### src/rde_pkg.sv
// shared types and constants for the restricted deque engine
// no dependencies; imported by every module of the block except rde_ram
package rde_pkg;

  // action codes on the input channel
  localparam logic [2:0] ACT_CHECK      = 3'd0;
  localparam logic [2:0] ACT_PUSH_REAR  = 3'd1;
  localparam logic [2:0] ACT_PUSH_FRONT = 3'd2;
  localparam logic [2:0] ACT_POP_FRONT  = 3'd3;
  localparam logic [2:0] ACT_POP_REAR   = 3'd4;
  localparam logic [2:0] ACT_SHOW       = 3'd5;

  // restriction mode codes
  localparam logic MODE_IN_RESTRICT  = 1'b0;
  localparam logic MODE_OUT_RESTRICT = 1'b1;

  // width of the element_count field
  localparam int CNT_W = 6;

  // result status
  typedef enum logic [1:0] {
    ST_OK     = 2'd0,
    ST_EMPTY  = 2'd1,
    ST_FULL   = 2'd2,
    ST_DENIED = 2'd3
  } status_t;

  // classified operation handed from front to back
  typedef enum logic [2:0] {
    OP_CHECK      = 3'd0,
    OP_PUSH_REAR  = 3'd1,
    OP_PUSH_FRONT = 3'd2,
    OP_POP_FRONT  = 3'd3,
    OP_POP_REAR   = 3'd4,
    OP_SHOW       = 3'd5,
    OP_DENY       = 3'd6
  } op_t;

  typedef struct packed {
    op_t         op;
    logic [31:0] value;
  } cmd_t;

endpackage

### src/restricted_deque_engine_top.sv
// Restricted double-ended queue of signed 32-bit words held in a ring ram of
// DEPTH entries. Check, insert, and any refused or failed action are done in
// the back end's idle state and return one word. A delete reads the ram in the
// idle state and loads the result in the emit state. A display returns one
// word per element, front to rear, after an initial ram read; an empty display
// returns one word. The element ram has a single read port, so a display reads
// one element at a time. A front stage and a two-entry command queue keep
// accepting words while the back end is busy. cfg_wr_data picks the mode: 0
// refuses front insert, 1 refuses rear delete; write it only while the block
// is idle. The ram needs no clearing after reset.
// depends on rde_pkg, rde_front, rde_cmd_q, rde_back, rde_ram
module restricted_deque_engine_top
  import rde_pkg::*;
#(
  parameter int DEPTH = 32
) (
  input  logic        clk,
  input  logic        rst_n,
  // configuration
  input  logic        cfg_wr_en,
  input  logic        cfg_wr_data,
  // input channel
  input  logic        in_tvalid,
  output logic        in_tready,
  input  logic [31:0] in_tdata,   // [31:0] value
  input  logic [2:0]  in_tuser,   // [2:0] action
  // result channel
  output logic        out_tvalid,
  input  logic        out_tready,
  output logic [39:0] out_tdata,  // [31:0] result_value, [32] is_empty,
                                  // [38:33] element_count, [39] zero
  output logic [1:0]  out_tuser,  // [1:0] status
  output logic        out_tlast
);

  logic             mode_r, mode_nxt;
  logic             f_valid, f_ready;
  cmd_t             f_cmd;
  logic             q_valid, q_ready;
  cmd_t             q_cmd;
  status_t          b_status;
  logic [31:0]      b_value;
  logic             b_empty;
  logic [CNT_W-1:0] b_count;

  // mode register
  always_comb begin
    mode_nxt = cfg_wr_en ? cfg_wr_data : mode_r;
  end

  always_ff @(posedge clk) begin
    if (!rst_n) begin
      mode_r <= MODE_IN_RESTRICT;
    end else begin
      mode_r <= mode_nxt;
    end
  end

  rde_front u_front (
    .clk       (clk),
    .rst_n     (rst_n),
    .mode      (mode_r),
    .in_valid  (in_tvalid),
    .in_ready  (in_tready),
    .in_action (in_tuser),
    .in_value  (in_tdata),
    .cmd_valid (f_valid),
    .cmd_ready (f_ready),
    .cmd       (f_cmd)
  );

  rde_cmd_q u_cmd_q (
    .clk      (clk),
    .rst_n    (rst_n),
    .wr_valid (f_valid),
    .wr_ready (f_ready),
    .wr_cmd   (f_cmd),
    .rd_valid (q_valid),
    .rd_ready (q_ready),
    .rd_cmd   (q_cmd)
  );

  rde_back #(
    .DEPTH (DEPTH)
  ) u_back (
    .clk        (clk),
    .rst_n      (rst_n),
    .cmd_valid  (q_valid),
    .cmd_ready  (q_ready),
    .cmd        (q_cmd),
    .out_valid  (out_tvalid),
    .out_ready  (out_tready),
    .out_status (b_status),
    .out_value  (b_value),
    .out_empty  (b_empty),
    .out_count  (b_count),
    .out_last   (out_tlast)
  );

  // pack result word
  assign out_tdata = {1'b0, b_count, b_empty, b_value};
  assign out_tuser = b_status;

endmodule

### src/rde_ram.sv
// generic single-write, single-read ram with registered read data
// no dependencies
module rde_ram #(
  parameter int WIDTH = 32,
  parameter int DEPTH = 32
) (
  input  logic                     clk,
  input  logic                     wr_en,
  input  logic [$clog2(DEPTH)-1:0] wr_addr,
  input  logic [WIDTH-1:0]         wr_data,
  input  logic                     rd_en,
  input  logic [$clog2(DEPTH)-1:0] rd_addr,
  output logic [WIDTH-1:0]         rd_data
);

  logic [WIDTH-1:0] mem_r [DEPTH];

  // write port
  always_ff @(posedge clk) begin
    if (wr_en) begin
      mem_r[wr_addr] <= wr_data;
    end
  end

  // registered read, held while not enabled
  always_ff @(posedge clk) begin
    if (rd_en) begin
      rd_data <= mem_r[rd_addr];
    end
  end

endmodule

### src/rde_front.sv
// front end: accepts input words, checks the restriction mode, registers a command
// depends on rde_pkg
module rde_front
  import rde_pkg::*;
(
  input  logic        clk,
  input  logic        rst_n,
  input  logic        mode,
  input  logic        in_valid,
  output logic        in_ready,
  input  logic [2:0]  in_action,
  input  logic [31:0] in_value,
  output logic        cmd_valid,
  input  logic        cmd_ready,
  output cmd_t        cmd
);

  logic vld_r, vld_nxt;
  cmd_t cmd_r;
  op_t  op_dec;

  // classify the action against the mode
  always_comb begin
    unique case (in_action)
      ACT_CHECK:      op_dec = OP_CHECK;
      ACT_PUSH_REAR:  op_dec = OP_PUSH_REAR;
      ACT_PUSH_FRONT: op_dec = (mode == MODE_IN_RESTRICT) ? OP_DENY : OP_PUSH_FRONT;
      ACT_POP_FRONT:  op_dec = OP_POP_FRONT;
      ACT_POP_REAR:   op_dec = (mode == MODE_OUT_RESTRICT) ? OP_DENY : OP_POP_REAR;
      ACT_SHOW:       op_dec = OP_SHOW;
      default:        op_dec = OP_DENY;
    endcase
  end

  assign in_ready  = !vld_r || cmd_ready;
  assign cmd_valid = vld_r;
  assign cmd       = cmd_r;

  // one-word holding stage
  always_comb begin
    vld_nxt = vld_r;
    if (in_ready) begin
      vld_nxt = in_valid;
    end
  end

  always_ff @(posedge clk) begin
    if (!rst_n) begin
      vld_r <= 1'b0;
    end else begin
      vld_r <= vld_nxt;
    end
  end

  always_ff @(posedge clk) begin
    if (in_ready && in_valid) begin
      cmd_r.op    <= op_dec;
      cmd_r.value <= in_value;
    end
  end

endmodule

### src/rde_cmd_q.sv
// two-entry command queue between front and back
// depends on rde_pkg
module rde_cmd_q
  import rde_pkg::*;
(
  input  logic clk,
  input  logic rst_n,
  input  logic wr_valid,
  output logic wr_ready,
  input  cmd_t wr_cmd,
  output logic rd_valid,
  input  logic rd_ready,
  output cmd_t rd_cmd
);

  cmd_t       slot_r [2];
  logic       wptr_r, wptr_nxt;
  logic       rptr_r, rptr_nxt;
  logic [1:0] fill_r, fill_nxt;
  logic       push, pop;

  assign wr_ready = (fill_r != 2'd2);
  assign rd_valid = (fill_r != 2'd0);
  assign rd_cmd   = slot_r[rptr_r];
  assign push     = wr_valid && wr_ready;
  assign pop      = rd_valid && rd_ready;

  // pointer and fill update
  always_comb begin
    wptr_nxt = push ? ~wptr_r : wptr_r;
    rptr_nxt = pop ? ~rptr_r : rptr_r;
    fill_nxt = fill_r;
    if (push && !pop) begin
      fill_nxt = fill_r + 2'd1;
    end else if (pop && !push) begin
      fill_nxt = fill_r - 2'd1;
    end
  end

  always_ff @(posedge clk) begin
    if (!rst_n) begin
      wptr_r <= 1'b0;
      rptr_r <= 1'b0;
      fill_r <= 2'd0;
    end else begin
      wptr_r <= wptr_nxt;
      rptr_r <= rptr_nxt;
      fill_r <= fill_nxt;
    end
  end

  always_ff @(posedge clk) begin
    if (push) begin
      slot_r[wptr_r] <= wr_cmd;
    end
  end

endmodule

### src/rde_back.sv
// back end: owns the ring pointers and the element ram, executes commands
// depends on rde_pkg and rde_ram
module rde_back
  import rde_pkg::*;
#(
  parameter int DEPTH = 32
) (
  input  logic        clk,
  input  logic        rst_n,
  input  logic        cmd_valid,
  output logic        cmd_ready,
  input  cmd_t        cmd,
  output logic        out_valid,
  input  logic        out_ready,
  output status_t     out_status,
  output logic [31:0] out_value,
  output logic        out_empty,
  output logic [CNT_W-1:0] out_count,
  output logic        out_last
);

  localparam int AW = $clog2(DEPTH);
  localparam int CW = $clog2(DEPTH + 1);
  localparam logic [AW:0]   DEPTH_S = (AW+1)'(DEPTH);
  localparam logic [AW-1:0] LAST_IX = AW'(DEPTH - 1);
  localparam logic [CW-1:0] FULL_C  = CW'(DEPTH);

  typedef enum logic [1:0] {
    S_IDLE = 2'b01,
    S_EMIT = 2'b10
  } state_t;

  state_t        state_r, state_nxt;
  logic [AW-1:0] head_r, head_nxt;
  logic [CW-1:0] occ_r, occ_nxt;
  logic [AW-1:0] ptr_r, ptr_nxt;
  logic [CW-1:0] idx_r, idx_nxt;
  logic          show_r, show_nxt;

  logic            o_vld_r, o_vld_nxt;
  status_t         o_status_r, o_status_nxt;
  logic [31:0]     o_value_r, o_value_nxt;
  logic            o_empty_r;
  logic [CNT_W-1:0] o_count_r;
  logic            o_last_r, o_last_nxt;
  logic            o_load;

  logic [AW:0]      tail_sum;
  logic [AW-1:0]    tail, rear, head_dec, ptr_inc;
  logic [CW+CNT_W-1:0] occ_wide;
  logic             is_full, is_empty, out_free, emit_last;

  logic          wr_en, rd_en;
  logic [AW-1:0] wr_addr, rd_addr;
  logic [31:0]   rd_data;

  rde_ram #(
    .WIDTH (32),
    .DEPTH (DEPTH)
  ) u_store (
    .clk     (clk),
    .wr_en   (wr_en),
    .wr_addr (wr_addr),
    .wr_data (cmd.value),
    .rd_en   (rd_en),
    .rd_addr (rd_addr),
    .rd_data (rd_data)
  );

  // ring arithmetic
  assign tail_sum = {1'b0, head_r} + (AW+1)'(occ_r);
  assign tail     = (tail_sum >= DEPTH_S) ? AW'(tail_sum - DEPTH_S) : AW'(tail_sum);
  assign rear     = (tail == '0) ? LAST_IX : tail - AW'(1);
  assign head_dec = (head_r == '0) ? LAST_IX : head_r - AW'(1);
  assign ptr_inc  = (ptr_r == LAST_IX) ? '0 : ptr_r + AW'(1);
  assign is_full  = (occ_r == FULL_C);
  assign is_empty = (occ_r == '0);
  assign out_free = !o_vld_r || out_ready;
  assign emit_last = !show_r || (idx_r + CW'(1) == occ_r);

  assign cmd_ready = (state_r == S_IDLE) && out_free;

  // command execution
  always_comb begin
    state_nxt    = state_r;
    head_nxt     = head_r;
    occ_nxt      = occ_r;
    ptr_nxt      = ptr_r;
    idx_nxt      = idx_r;
    show_nxt     = show_r;
    wr_en        = 1'b0;
    wr_addr      = tail;
    rd_en        = 1'b0;
    rd_addr      = head_r;
    o_load       = 1'b0;
    o_status_nxt = ST_OK;
    o_value_nxt  = '0;
    o_last_nxt   = 1'b1;
    unique case (state_r)
      S_IDLE: begin
        if (cmd_valid && out_free) begin
          unique case (cmd.op)
            OP_CHECK: begin
              o_load = 1'b1;
            end
            OP_PUSH_REAR: begin
              o_load = 1'b1;
              if (is_full) begin
                o_status_nxt = ST_FULL;
              end else begin
                wr_en   = 1'b1;
                wr_addr = tail;
                occ_nxt = occ_r + CW'(1);
              end
            end
            OP_PUSH_FRONT: begin
              o_load = 1'b1;
              if (is_full) begin
                o_status_nxt = ST_FULL;
              end else begin
                wr_en    = 1'b1;
                wr_addr  = head_dec;
                head_nxt = head_dec;
                occ_nxt  = occ_r + CW'(1);
              end
            end
            OP_POP_FRONT: begin
              if (is_empty) begin
                o_load       = 1'b1;
                o_status_nxt = ST_EMPTY;
              end else begin
                rd_en     = 1'b1;
                rd_addr   = head_r;
                head_nxt  = (head_r == LAST_IX) ? '0 : head_r + AW'(1);
                occ_nxt   = occ_r - CW'(1);
                show_nxt  = 1'b0;
                state_nxt = S_EMIT;
              end
            end
            OP_POP_REAR: begin
              if (is_empty) begin
                o_load       = 1'b1;
                o_status_nxt = ST_EMPTY;
              end else begin
                rd_en     = 1'b1;
                rd_addr   = rear;
                occ_nxt   = occ_r - CW'(1);
                show_nxt  = 1'b0;
                state_nxt = S_EMIT;
              end
            end
            OP_SHOW: begin
              if (is_empty) begin
                o_load       = 1'b1;
                o_status_nxt = ST_EMPTY;
              end else begin
                rd_en     = 1'b1;
                rd_addr   = head_r;
                ptr_nxt   = head_r;
                idx_nxt   = '0;
                show_nxt  = 1'b1;
                state_nxt = S_EMIT;
              end
            end
            default: begin
              o_load       = 1'b1;
              o_status_nxt = ST_DENIED;
            end
          endcase
        end
      end
      S_EMIT: begin
        // read data is held until the output stage can take it
        if (out_free) begin
          o_load      = 1'b1;
          o_value_nxt = rd_data;
          o_last_nxt  = emit_last;
          if (emit_last) begin
            state_nxt = S_IDLE;
          end else begin
            rd_en   = 1'b1;
            rd_addr = ptr_inc;
            ptr_nxt = ptr_inc;
            idx_nxt = idx_r + CW'(1);
          end
        end
      end
      default: begin
        state_nxt = S_IDLE;
      end
    endcase
  end

  // output register valid
  always_comb begin
    o_vld_nxt = o_vld_r;
    if (o_load) begin
      o_vld_nxt = 1'b1;
    end else if (out_ready) begin
      o_vld_nxt = 1'b0;
    end
  end

  assign occ_wide = {{CNT_W{1'b0}}, occ_nxt};

  always_ff @(posedge clk) begin
    if (!rst_n) begin
      state_r <= S_IDLE;
      head_r  <= '0;
      occ_r   <= '0;
      o_vld_r <= 1'b0;
    end else begin
      state_r <= state_nxt;
      head_r  <= head_nxt;
      occ_r   <= occ_nxt;
      o_vld_r <= o_vld_nxt;
    end
  end

  // walk position and output payload
  always_ff @(posedge clk) begin
    ptr_r  <= ptr_nxt;
    idx_r  <= idx_nxt;
    show_r <= show_nxt;
    if (o_load) begin
      o_status_r <= o_status_nxt;
      o_value_r  <= o_value_nxt;
      o_last_r   <= o_last_nxt;
      o_empty_r  <= (occ_nxt == '0);
      o_count_r  <= occ_wide[CNT_W-1:0];
    end
  end

  assign out_valid  = o_vld_r;
  assign out_status = o_status_r;
  assign out_value  = o_value_r;
  assign out_empty  = o_empty_r;
  assign out_count  = o_count_r;
  assign out_last   = o_last_r;

endmodule

### config.mk
export PLATFORM = sky130hd
export DESIGN_NAME = restricted_deque_engine_top
export DESIGN_NICKNAME = d
export VERILOG_FILES = /design/src/rde_pkg.sv /design/src/restricted_deque_engine_top.sv /design/src/rde_ram.sv /design/src/rde_front.sv /design/src/rde_cmd_q.sv /design/src/rde_back.sv
export SDC_FILE = /design/constraint.sdc
export NUM_CORES = 1
export LEC_CHECK = 0
export ABC_CLOCK_PERIOD_IN_PS = 11600
export BUFFER_PORTS_ARGS = -buffer_cell sky130_fd_sc_hd__buf_4
export CAP_MARGIN = 10
export CORE_MARGIN = 3
export CORE_UTILIZATION = 40
export CTS_BUF_LIST = sky130_fd_sc_hd__clkbuf_2
export DETAILED_ROUTE_END_ITERATION = 10
export PLACE_DENSITY = 0.6
export SLEW_MARGIN = 20
export SYNTH_ARGS = -nofsm -noshare
export SYNTH_HDL_FRONTEND = slang
export SYNTH_HIERARCHICAL = 1
export SYNTH_SLANG_ARGS = --single-unit
export TNS_END_PERCENT = 20
### constraint.sdc
create_clock -name clk -period 11.6 [get_ports clk]
set_input_delay 2.32 -clock clk [delete_from_list [all_inputs] [get_ports clk]]
set_output_delay 2.32 -clock clk [all_outputs]
set_load 0.1 [all_outputs]
==> results.md, run 1 <==
- CTS Buf Count: 317
- I/O Buffers: 84
- Detailed placement HPWL: 62.1 mm
- Syn. warnings: 6
- Drt via density: 5.42
- Design area: 53900 sq um
- Core area: 121000 sq um
- Met3 WL: 8.50 mm
- Number of hold buffers added after CTS: 0
- Maximum vdd drop: 0.134 mV
- Outcome: finished, final reports clean
- RSZ-0062 raised after global routing: no
- Die Span Y: 355 microns
- Max Root-Sink Buffers: 4
- Register share of total power: 0.494
- Max Cap Violations: 0
- Design Power: 11.3 mW
- Most used DFF post-synth: edfxtp_1
- Post-synthesis sequential area ratio: 0.756
- Min Tclk post-route: 5.73 ns
- FF-to-FF path depth: 13
- Main area contributors after synthesis: edfxtp_1, mux2i_1, a22oi_1
- Mean Syn Cell Area: 17.3 sq um
- Gp weighted congestion: 0.753
- Routed via count: 26800
- Final Cycle Share: 0.494
- Horiz. Die Dim: 355 microns
- Crit start category: primary input
- Critical Path End Type: flop
- Count leader, synth: edfxtp_1
- Async S/R FF share, synth: 0
- Leak: 17.2 nW
- Hold Crit Class: reg2reg
- Post-Route Skew: 0.179 ns
- Final Setup Violations: 0
- Yosys top cell area share: 0.747
- Final WL: 121 mm
- Initial DRC count: 2334
- Clock power share: 0.242
- Critical path startpoint: out_tready
- Pin count of the biggest net entering global routing: 129
- Max Slew Vio Count: 0
- Setup TNS: 0 ns
- # H-tree levels: 5
- Clock sinks: 1236
- Number of global-route vias before repair: 27700
- NumNets Final: 3182
- Post-synthesis cell type count: 76
- Met2 Wirelength: 58.1 mm
- GR Util All Layers: 0.191
- CTS tree: done
- #FFs+latches synth: 1236
- WS Path Type: in2reg
- Most frequent cells after synthesis: edfxtp_1, mux2i_1, nand2_1
- # IOs: 86
- Hold Fails Final Rpt: 0
- Drt pass-1 iters: 6
- R2R Setup Slk: 5.93 ns
- Post-CTS Setup Inserts: 0
- Avg WL per Cell: 24.5 microns
- WP data arrival: 6.99 ns
- Worst-Margin Slew: 1.06 ns
- Gate power share: 0.265
- CTS Root Cell: clkbuf_2
- Top sig layer: met4
- Clock-pin slew on the worst setup and hold paths: 0.09 ns
- Switch Pwr: 3.91 mW
- Max Freq: 175 MHz
- Max_slew headroom: 0.292
- Final antenna-violating net count: 0
- Reg-to-Reg End: u_back/u_store/rd_data[8]$_DFFE_PP_
- Min-Delay Endpoint: u_cmd_q/slot_r[0][1]$_DFFE_PP_
- Post-synth EDFFs: 1215
- Clk_lat worst skew: 1.54 ns
- Sw Ratio: 0.345
- Initial antenna violation count: 3
- Hold wc startpoint: u_front/cmd[1]$_DFFE_PP_
- Initial Util: 0.405
- M1 WL: 52.4 mm
- Grt total ovfl: 0
- Cts repair resizes: 0
- Critical-path maximum fanout: 117
- Share of post-route cells with drive strength above 1: 0.213
- Hold path cells: 0
- DP Area: 51300 sq um
- Post-Synthesis Cells: 2827
- Post-route DRC violation count: 0
- Req. time, crit path: 12.86 ns
- Cell type with the largest total area after synthesis: edfxtp_1
- Row count: 127
- Syn Nets: 2885
- Die Area: 126000 sq um
- Internal Pwr Total: 7.41 mW
- Synth Cell Area: 48800 sq um
- Area Overhead vs Synth: 10.5%
- First-pass GRT wire length: 178 mm
- Pwr Density: 210 nW/um^2
## cell type report
cell class / instances / area [sq um]
clock inverters: 81 / 402
diodes: 2 / 5.00
multi-input cells: 1418 / 11200
repair buffers: 137 / 1100
inverters: 14 / 52.6
flip-flops and latches: 1236 / 36900
well taps: 1612 / 2020
fillers: 10500 / 66700
clock buffers: 442 / 2210
## how the worst max path moves through the flow
stage	to	slack [ns]	cells past startpoint
2_1_floorplan	u_back/u_store/mem_r[17][0]$_DFFE_PP_	5.67	8
3_3_place_gp	u_back/u_store/rd_data[8]$_DFFE_PP_	4.50	15
3_5_place_dp	u_back/u_store/rd_data[8]$_DFFE_PP_	4.44	15
4_1_cts	u_back/u_store/rd_data[8]$_DFFE_PP_	5.99	13
5_1_grt	u_back/u_store/rd_data[8]$_DFFE_PP_	5.60	13
6_report	u_back/u_store/rd_data[8]$_DFFE_PP_	5.87	15
## per-stage QoR
stage,setup WS (ns),hold WS (ns),instances,util
global route,5.60,0.438,4941,0.447
detailed placement,4.44,0.434,4417,0.426
CTS,5.99,0.392,4940,0.447
floorplan,5.67,0.421,2827,-
finish,5.87,0.402,4942,0.447
global placement,4.50,0.425,4417,0.426
## kinds of logic after synthesis
kind of cell    Yosys count  synth area share
compound gates          372            0.0527
xor+xnor                 29           0.00607
fa+ha+maj                17           0.00451
buf+inv                 173            0.0202
flops                  1236             0.756
mux                     554             0.115
other cells               1         0.0000768
simple gates            445            0.0460
## worst max-delay path, cell delays in order
cell      delay, ns
buf_4          0.08
nand2b_2       0.10
buf_4          0.46
nand2_1        0.24
nor3_4         0.39
nor2_1         0.09
nor3b_1        0.32
a221o_4        0.81
buf_12         0.66
buf_4          0.51
mux2i_1        0.26
a22o_1         0.16
nor3_1         0.05
a31oi_1        0.20
nand3_1        0.08
## placed cells by master (no fill, tap or decap), drive strengths merged, types with 4 or more instances in the layout
cell / instances
and3: 40
nor3: 39
buf: 137
clkinv: 71
mux2i: 516
o21ai: 16
a22oi: 97
edfxtp: 1215
a21o: 5
nor2b: 7
xnor2: 15
inv: 19
or3b: 5
ha: 16
and2: 19
a31oi: 39
nor2: 61
a221o: 6
or2: 5
a22o: 65
or3: 4
a21boi: 5
nand2b: 9
nand3: 109
mux2: 38
nor3b: 7
a21oi: 110
dfxtp: 21
nand3b: 9
xor2: 11
clkbuf: 442
nand2: 125
## power groups by stage
| stage | logic [mW] | clock network, mW | registers (mW) |
|---|---|---|---|
| after floorplan | 1.70 | 0 | 6.14 |
| after global placement | 2.93 | 0 | 5.69 |
| after detailed placement | 3.00 | 0 | 5.70 |
| after CTS | 3.00 | 2.83 | 5.59 |
| after global routing | 3.20 | 3.08 | 5.61 |
| final | 3.00 | 2.73 | 5.59 |
## sequential cells by signal, summed over array words and instances (netlist names), 2 cells and up, named ones only
name / flops
u_back/out_value: 32
u_back/u_store/mem_r: 1024
u_back/u_store/rd_data: 32
u_back/idx_r: 6
u_back/state_r: 2
u_front/cmd: 35
u_back/out_status: 2
u_cmd_q/fill_r: 2
u_back/ptr_r: 5
u_back/out_count: 6
u_back/occ_r: 6
u_back/head_r: 5
u_cmd_q/slot_r: 70
## layer usage
layer,GRT usage,vias up
li1,-,11900
met1,0.261,13600
met2,0.308,1055
met3,0.0400,180
met4,0.0567,0
met5,0,-
Power figures use the tool's default switching activity.
==> inputs of run 2 (changes only) <==
ABC_CLOCK_PERIOD_IN_PS = 5100   (was 11600)
PLACE_DENSITY = 0.62   (was 0.6)
clock period = 5.1 ns   (was 11.6 ns; I/O delays follow)
==> run 2 against run 1 <==
Global-route usage decreased by 0.071 points. Total power grew 130%. Non-clock buffer count grew 139. First-iteration DRC count shrank 5.1%. Via count grew 1.2%. Sequential power rose by 130%. Register-to-register slack worse by 5.7 ns. Sequential share of layout area shrank 1.8 points. Critical path depth is the same. Sequential cell count is the same. Critical endpoint is now u_back/u_store/rd_data[24]$_DFFE_PP_. Largest cell class unchanged. Highest routed layer unchanged.
==> results.md, run 2 (synthesis results as in run 1) <==
- Die Area: 126000 sq um (unchanged)
- Clock-pin slew on the worst setup and hold paths: 0.09 ns (about the same)
- CTS tree: done
- Slowest cell delay on critical path: 0.43 ns (-0.38 ns)
- WP data arrival: 6.05 ns (-0.94 ns)
- RSZ-0062 raised after global routing: no
- Area Overhead vs Synth: 13.5%
- Pwr Density: 472 nW/um^2 (+120%)
- Post-Route Skew: 0.166 ns (-0.0128 ns)
- GR peak layer: met2
- Final worst slack: 0.246 ns (-5.63 ns)
- Critical Path End Type: flop
- Fill count: 10500 (-0.20%)
- Routed via count: 27100 (+1.2%)
- Crit-path slowest cell: dfxtp_1
- Drt via density: 5.34 (-1.4%)
- Final core utilization: 0.459 (+0.0121)
- Clock sinks: 1236 (unchanged)
- Worst-Margin Slew: 1.18 ns (+0.116 ns)
- Most flops, register: u_back/u_store/mem_r
- # IOs: 86 (unchanged)
- Max Cap Violations: 0 (unchanged)
- NumNets Final: 3330 (+4.7%)
- Hold Crit Class: in2reg
- Avg WL per Cell: 23.8 microns (-3.1%)
- Core area: 121000 sq um (unchanged)
- CTS Buf Count: 326 (+2.8%)
- First-pass GRT wire length: 177 mm (-0.72%)
- Min Tclk post-route: 4.85 ns
- I/O Buffers: 84 (unchanged)
- GR Util All Layers: 0.190 (-0.000712)
- Initial Util: 0.405 (unchanged)
- Initial antenna violation count: 6 (+3)
- CTS Root Cell: clkbuf_2
- Place WS: 0.399 ns (-4.04 ns)
- # H-tree levels: 5 (unchanged)
- Maximum vdd drop: 0.315 mV (+130%)
- Drt pass-1 iters: 5 (-1)
- Final antenna-violating net count: 0 (unchanged)
- Number of global-route vias before repair: 27300 (-1.3%)
- Critical-path maximum fanout: 22 (-81%)
- Cts repair resizes: 0 (unchanged)
- GR Util met3: 0.0381 (-0.00190)
- Die Span Y: 355 microns (unchanged)
- Critical Path Most Common Cell: buf_4
- Max_slew headroom: 0.215 (-0.0777)
- Max Root-Sink Buffers: 4 (unchanged)
- Req. time, crit path: 6.29 ns (-6.57 ns)
- CP Cell Sequence: ha_1 > fa_1 > a21o_1 > a21oi_1 > xnor2_1 > o311ai_0 > nor3b_1 > a221o_4 > buf_4 > buf_4 > mux2i_1 > a22o_1 > nor3_1 > a31oi_1 > nand3_1
- Outcome: finished, final reports clean
- Share of post-route cells with drive strength above 1: 0.222 (+0.00908)
- WS Path Type: reg2reg
- Gp weighted congestion: 0.800 (+6.2%)
- Hold Fails Final Rpt: 0 (unchanged)
- Post-route DRC violation count: 0 (unchanged)
- Grt total ovfl: 0 (unchanged)
- Crit start category: flop
- Leak: 17.9 nW (+4.1%)
- Final Cycle Share: 0.952
- Setup TNS: 0 ns (unchanged)
- GR Util met2: 0.316 (+0.00813)
- Largest register FFs: 1024 (unchanged)
- Max Freq: 206 MHz
- DP Area: 52000 sq um (+1.4%)
- Commonest non-fill, non-tap cells in the layout: edfxtp_1, mux2i_1, clkbuf_2
- Design area: 55400 sq um (+2.7%)
- Final Setup Violations: 0 (unchanged)
- Row count: 127 (unchanged)
- Max Slew Vio Count: 0 (unchanged)
- Design Power: 26.1 mW (+130%)
- Initial DRC count: 2216 (-5.1%)
- Detailed placement HPWL: 68.4 mm (+10%)
- Final WL: 120 mm (-0.59%)
- Met1 Use GR: 0.250 (-0.0109)
- Commonest non-fill, non-tap cell in the layout: edfxtp_1
- Horiz. Die Dim: 355 microns (unchanged)
- Clk_lat worst skew: 1.66 ns (+0.12 ns)
- Pin count of the biggest net entering global routing: 65 (-50%)
run 2: changes by cell type in the layout (fill, tap and decap cells not counted), sizes merged:
cell / delta
dlygate4sd3: +76
inv: -3
clkbuf: +3
clkinvlp: -2
bufinv: +2
diode: +4
buf: +63
clkinv: -14
run 2: cell type report:
class                   instances  area (sq um)  share of cell area
diodes                          6          15.0            0.000271
clock buffers                 445          2230              0.0402
clock inverters                64           375             0.00678
inverters                      14          52.6            0.000949
multi-input cells            1418         11200               0.203
flip-flops and latches       1236         36900               0.666
well taps                    1612          2020              0.0364
repair buffers                276          2560              0.0463
run 2: timing repair:
| action | CTS | global route |
|---|---|---|
| hold buffers | 76 | 0 |
| buffers inserted | 0 | 0 |
| setup endpoints to repair | 0 | 0 |
| endpoints found under the hold margin | 56 | 0 |
run 2: through the flow:
| step | hold slack [ns] | cells |
|---|---|---|
| finish | 0.339 | 5071 |
| global route | 0.234 | 5070 |
| CTS | 0.131 | 5065 |
| detailed placement | 0.430 | 4480 |
| global placement | 0.423 | 4480 |
| floorplan | 0.421 | 2827 |
run 2: worst max-delay path, delay by kind of cell (launching register included):
family | cells | cell delay [ns]
AO/OA/AOI/OAI | 6 | 1.65
XOR/XNOR | 1 | 0.16
adder cells (fa/ha/maj) | 2 | 0.69
buffers and inverters | 2 | 0.61
flip-flops | 1 | 0.43
multiplexers | 1 | 0.24
AND/OR/NAND/NOR | 3 | 0.70
run 2: metal layers:
metal  vias up  share of wire  wire (microns)
met5         -              0               0
met2       944           0.49           59600
li1      12200              -               -
met1     13800           0.42           51100
met4         0          0.022            2600
met3       200          0.060            7180
run 2: final timing paths:
| kind | startpoint | end | slack (ns) | cells after the start |
|---|---|---|---|---|
| worst min-delay path | in_tuser[1] | u_front/cmd[33]$_DFFE_PP_ | 0.34 | 3 |
| worst min register to register | u_front/cmd[20]$_DFFE_PP_ | u_cmd_q/slot_r[0][20]$_DFFE_PP_ | 0.43 | 0 |
| worst max-delay path | u_back/head_r[0]$_SDFFE_PN0P_ | u_back/u_store/rd_data[24]$_DFFE_PP_ | 0.25 | 15 |
| worst max register to register | u_back/head_r[0]$_SDFFE_PN0P_ | u_back/u_store/rd_data[24]$_DFFE_PP_ | 0.25 | 15 |
run 2: report_power, final:
group	internal (mW)	switching (mW)
Clock	2.56	3.77
Combinational	2.08	5.07
Sequential	12.5	0.188
